===== src/rtl/core/htbd_pkg.sv =====
// shared types and constants of the huffman tree bit decoder
package htbd_pkg;

  localparam int IDX_W              = 9;
  localparam int SYM_W              = 8;
  localparam int NODE_COUNT_DEFAULT = 512;
  localparam int SYM_COUNT_DEFAULT  = 256;
  localparam int QUEUE_DEPTH        = 2;
  localparam int QPTR_W             = $clog2(QUEUE_DEPTH);
  localparam int QCNT_W             = $clog2(QUEUE_DEPTH + 1);

  typedef enum logic {
    OP_WRITE  = 1'b0,
    OP_DECODE = 1'b1
  } op_e;

  typedef enum logic [2:0] {
    ST_IDLE  = 3'b001,
    ST_HERE  = 3'b010,
    ST_THERE = 3'b100
  } state_e;

  typedef struct packed {
    logic [IDX_W-1:0] left;
    logic [IDX_W-1:0] right;
    logic [SYM_W-1:0] symbol;
    logic             leaf;
  } node_t;

  typedef struct packed {
    op_e              op;
    logic [IDX_W-1:0] idx;
    logic             idx_ok;
    node_t            node;
    logic             code_bit;
    logic             eos;
  } cmd_t;

endpackage


===== src/rtl/core/htbd_queue.sv =====
// two-entry command queue between front and back
module htbd_queue import htbd_pkg::*; (
  input  logic clk_i,
  input  logic rst_ni,
  input  logic push_i,
  input  cmd_t push_data_i,
  output logic full_o,
  input  logic pop_i,
  output logic head_valid_o,
  output cmd_t head_o
);

  cmd_t              slot_q [QUEUE_DEPTH];
  logic [QPTR_W-1:0] wptr_q, wptr_d;
  logic [QPTR_W-1:0] rptr_q, rptr_d;
  logic [QCNT_W-1:0] cnt_q, cnt_d;
  logic              do_push, do_pop;

  assign full_o       = cnt_q == QCNT_W'(QUEUE_DEPTH);
  assign head_valid_o = cnt_q != '0;
  assign head_o       = slot_q[rptr_q];
  assign do_push      = push_i && !full_o;
  assign do_pop       = pop_i && head_valid_o;

  always_comb begin
    wptr_d = wptr_q;
    rptr_d = rptr_q;
    cnt_d  = cnt_q;
    if (do_push) begin
      wptr_d = (32'(wptr_q) == QUEUE_DEPTH - 1) ? '0 : wptr_q + 1'b1;
    end
    if (do_pop) begin
      rptr_d = (32'(rptr_q) == QUEUE_DEPTH - 1) ? '0 : rptr_q + 1'b1;
    end
    if (do_push && !do_pop) begin
      cnt_d = cnt_q + 1'b1;
    end else if (do_pop && !do_push) begin
      cnt_d = cnt_q - 1'b1;
    end
  end

  always_ff @(posedge clk_i or negedge rst_ni) begin
    if (!rst_ni) begin
      wptr_q <= '0;
      rptr_q <= '0;
      cnt_q  <= '0;
    end else begin
      wptr_q <= wptr_d;
      rptr_q <= rptr_d;
      cnt_q  <= cnt_d;
    end
  end

  always_ff @(posedge clk_i) begin
    if (do_push) begin
      slot_q[wptr_q] <= push_data_i;
    end
  end

endmodule


===== config.mk =====
export PLATFORM = sky130hd
export DESIGN_NAME = htbd_queue
export DESIGN_NICKNAME = d
export VERILOG_FILES = /design/src/rtl/core/htbd_pkg.sv /design/src/rtl/core/htbd_queue.sv
export SDC_FILE = /design/constraint.sdc
export NUM_CORES = 1
export LEC_CHECK = 0
export ABC_AREA = 1
export BUFFER_PORTS_ARGS = -buffer_cell sky130_fd_sc_hd__buf_4
export CAP_MARGIN = 30
export CORE_ASPECT_RATIO = 1.1
export CORE_MARGIN = 10
export CORE_UTILIZATION = 57
export DETAILED_ROUTE_END_ITERATION = 10
export PLACE_DENSITY_LB_ADDON = 0.3
export SYNTH_ARGS = -nofsm -noshare
export SYNTH_HDL_FRONTEND = slang
export SYNTH_SLANG_ARGS = --single-unit

===== constraint.sdc =====
create_clock -name clk_i -period 4.74 [get_ports clk_i]
set_input_delay 0.711 -clock clk_i [delete_from_list [all_inputs] [get_ports clk_i]]
set_output_delay 0.711 -clock clk_i [all_outputs]
set_load 0.005 [all_outputs]

==> summary.txt <==
Route
  • WL/cell: 15.0 µm
  • Pre-antenna DRT Iters: 4
  • DRT iter0 DRCs: 96
  • Post-route ant nets: 0
  • Number of remaining DRC errors: 0
  • Detailed Route WL: 6200 µm
  • DR vias: 1977
  • Vias per cell: 4.79

Synth
  • Predominant post-synthesis flop cell: edfxtp_1
  • Number of synthesized flops with an enable pin: 80
  • #FFs+latches synth: 84
  • Share of the synthesized area in the top cell type: 0.663
  • Post-synthesis sequential area ratio: 0.690
  • Gate Count Post-Synth: roughly 240
  • YS warnings: 0
  • Yosys cell types: 20
  • Async set-or-reset flop fraction in the synthesized netlist: 0.0476
  • Post-Syn Area: between 3000 and 4000 µm²
  • Synth area leader: edfxtp_1
  • Area contributors post-synth: edfxtp_1 (66%), nand2_4 (12%), nand2_2 (7.4%)
  • Net Count, Synth: 286
  • Synth Area per Inst: around 15 µm²

Clocking
  • CTS tree: done
  • Post_cts resized: 0
  • Reg clk slew, reported paths: 0.08 ns
  • Clock Sink Count: 84
  • CTS Hold Bufs: 0
  • Setup Fix Bufs, Post-CTS: 0
  • Clk_lat worst skew: 0.34 ns
  • Clock buffer depth: 2
  • H-tree depth: 3
  • Total CTS buffers: 9
  • Root Buffer: clkbuf_8

Cells and area
  • Layout cells sized above 1: 0.565
  • Nets: 374
  • Inserted Diodes: 0
  • Area Growth Syn to Fin: 22.1%

Placement
  • Global placement routability congestion: between 0.6 and 0.7
  • Port Buffers: 85
  • Dpl hpwl: 4330 µm

Floorplan
  • DIE HEIGHT: between 100 and 150 µm
  • # IOs: 86
  • Die area: 9950 µm²
  • Die width: 96.0 µm
  • Starting density of the core: 0.585
  • Rows: 30
  • CORE AREA: 6190 µm²

Critical path
  • Slowest CP cell: dfrtp_2
  • Worst path arrival time: a little over 2 ns
  • Slowest stage delay, CP: 0.91 ns
  • Launching element type of the critical path: flip-flop
  • Critical Path RT: roughly 4 ns
  • Crit path max fanout: 42
  • Crit path kind: flip-flop to primary output
  • Setup slack, reg-to-reg: about 3.0 ns
  • CP delay by family, top: flip-flops
  • Worst reg2reg startpoint: cnt_q[0]$_DFFE_PN0P_
  • Critical path capture point type: primary output
  • R2R depth: 4
  • Critical Path, Cell by Cell: inv_8 > nand2_4 > nand2_2 > buf_4
  • Buffers plus inverters on the worst setup path: 2
  • RR Endpoint: slot_q[0][34]$_DFFE_PP_

Global routing
  • Grt ovf: 0
  • Vias in the first global route: roughly 2100
  • First-pass GRT wire length: about 10000 µm
  • Largest net degree at the start of global routing: 43
  • Aggregate global-route resource usage: 0.126
  • Initial antenna violation count: 0

Timing
  • Final hold vios: 0
  • Max Slew Vio Count: 0
  • Fin crit period: 2.76 ns
  • Final Setup Violations: 0
  • Relative slew margins: 0.421
  • Setup TNS: 0 ns
  • WHS: 0.153 ns
  • Worst Tran Pin Value: 0.867 ns
  • Max Clk Rate: 362 MHz
  • RSZ-0062 raised after global routing: no
  • Final period util: 0.583
  • Worst-case clock skew: 0.00901 ns

Pwr
  • Int Power: 1660 µW
  • Register share of total power: 0.454
  • Sw power: 895 µW
  • VDD IR max: 0.341 mV
  • Clock power share: 0.158
  • Leakage power: around 0.0019 µW
  • Pwr/cell area: between 500 and 600 nW/µm²
  • Combinational Power Share: 0.388
  • Switching share of total power: 0.351

Status
  • Status: finished clean

Min path
  • Min-Delay Path Class: input port to async pin

Flow run
  • Max-cap viol count: 0
==> how the worst max path moves through the flow <==
stage,end,cells past startpoint,from,slack (ns)
4_1_cts,head_o[31],4,rptr_q$_DFFE_PN0P_,1.96
6_report,head_o[31],4,rptr_q$_DFFE_PN0P_,1.98
5_1_grt,head_o[36],4,rptr_q$_DFFE_PN0P_,1.85
3_5_place_dp,head_o[31],4,rptr_q$_DFFE_PN0P_,2.35
2_1_floorplan,slot_q[1][0]$_DFFE_PP_,2,push_i,1.83
3_3_place_gp,head_o[31],4,rptr_q$_DFFE_PN0P_,2.35
==> sequential cells by signal (all words and copies together) (netlist names) <==
name	count
slot_q	80
rptr_q	1
cnt_q	2
wptr_q	1
==> power by group through the flow <==
stage | Combinational (µW) | Sequential [µW] | Clock, µW
after floorplan | 719 | 1110 | 0
after global placement | 985 | 1170 | 0
after detailed placement | 1020 | 1180 | 0
after CTS | 1020 | 1160 | 412
after global routing | 1100 | 1180 | 442
final | 990 | 1160 | 403
==> per-layer routing <==
metal / part of all wire / global-route usage / up-vias
met3: 0.085 / 0.0484 / 9
met4: 0.019 / 0.0601 / 0
li1: - / - / 978
met2: 0.53 / 0.219 / 59
met1: 0.36 / 0.125 / 931
met5: 0 / 0 / -
==> layout by cell type (no fill, tap or decap), types with 2 or more instances in the layout <==
cell type / n
clkbuf_1: 2
edfxtp_1: 80
nand2_1: 48
nor2_4: 2
nand2_4: 40
nand3_1: 2
dfrtp_1: 3
clkinv_1: 2
clkinv_2: 2
inv_1: 4
inv_2: 3
clkbuf_8: 9
nand2_2: 43
buf_4: 85
==> layout make-up <==
class,count,area (µm²)
Inverter,8,37.5
Tap cell,80,100
Clock buffer,11,131
Clock inverter,4,17.5
Multi-Input combinational cell,140,971
Sequential cell,84,2500
Timing Repair Buffer,86,666
Fill cell,456,1770
==> logic make-up (layout without fill, tap and decap cells) <==
group / Yosys count / count (layout) / synth area share
AND/OR/NAND/NOR: 137 / 137 / 0.259
flip-flops: 84 / 84 / 0.690
buffers and inverters: 17 / 109 / 0.0438
adder cells (fa/ha/maj): 1 / 1 / 0.00345
AO/OA/AOI/OAI: 1 / 1 / 0.00138
XOR/XNOR: 1 / 1 / 0.00242
==> per-stage QoR <==
| step | cell area (µm²) | utilization | std cells | setup WS, ns | power [µW] |
|---|---|---|---|---|---|
| floorplan | 3620 | - | 241 | 1.83 | 1830 |
| global placement | 4250 | 0.686 | 397 | 2.35 | 2160 |
| detailed placement | 4280 | 0.691 | 398 | 2.35 | 2200 |
| CTS | 4430 | 0.715 | 413 | 1.96 | 2600 |
| global route | 4430 | 0.715 | 413 | 1.85 | 2720 |
| finish | 4430 | 0.715 | 413 | 1.98 | 2550 |
==> Yosys cell counts, types with 2 or more instances <==
cell and n:
edfxtp_1 80, clkbuf_4 3, dfrtp_1 4, nand2_2 43
nand2_4 40, nand2_1 48, inv_2 2, inv_1 5
buf_12 4, nand3_1 2
(Power assumes the default switching activity.)
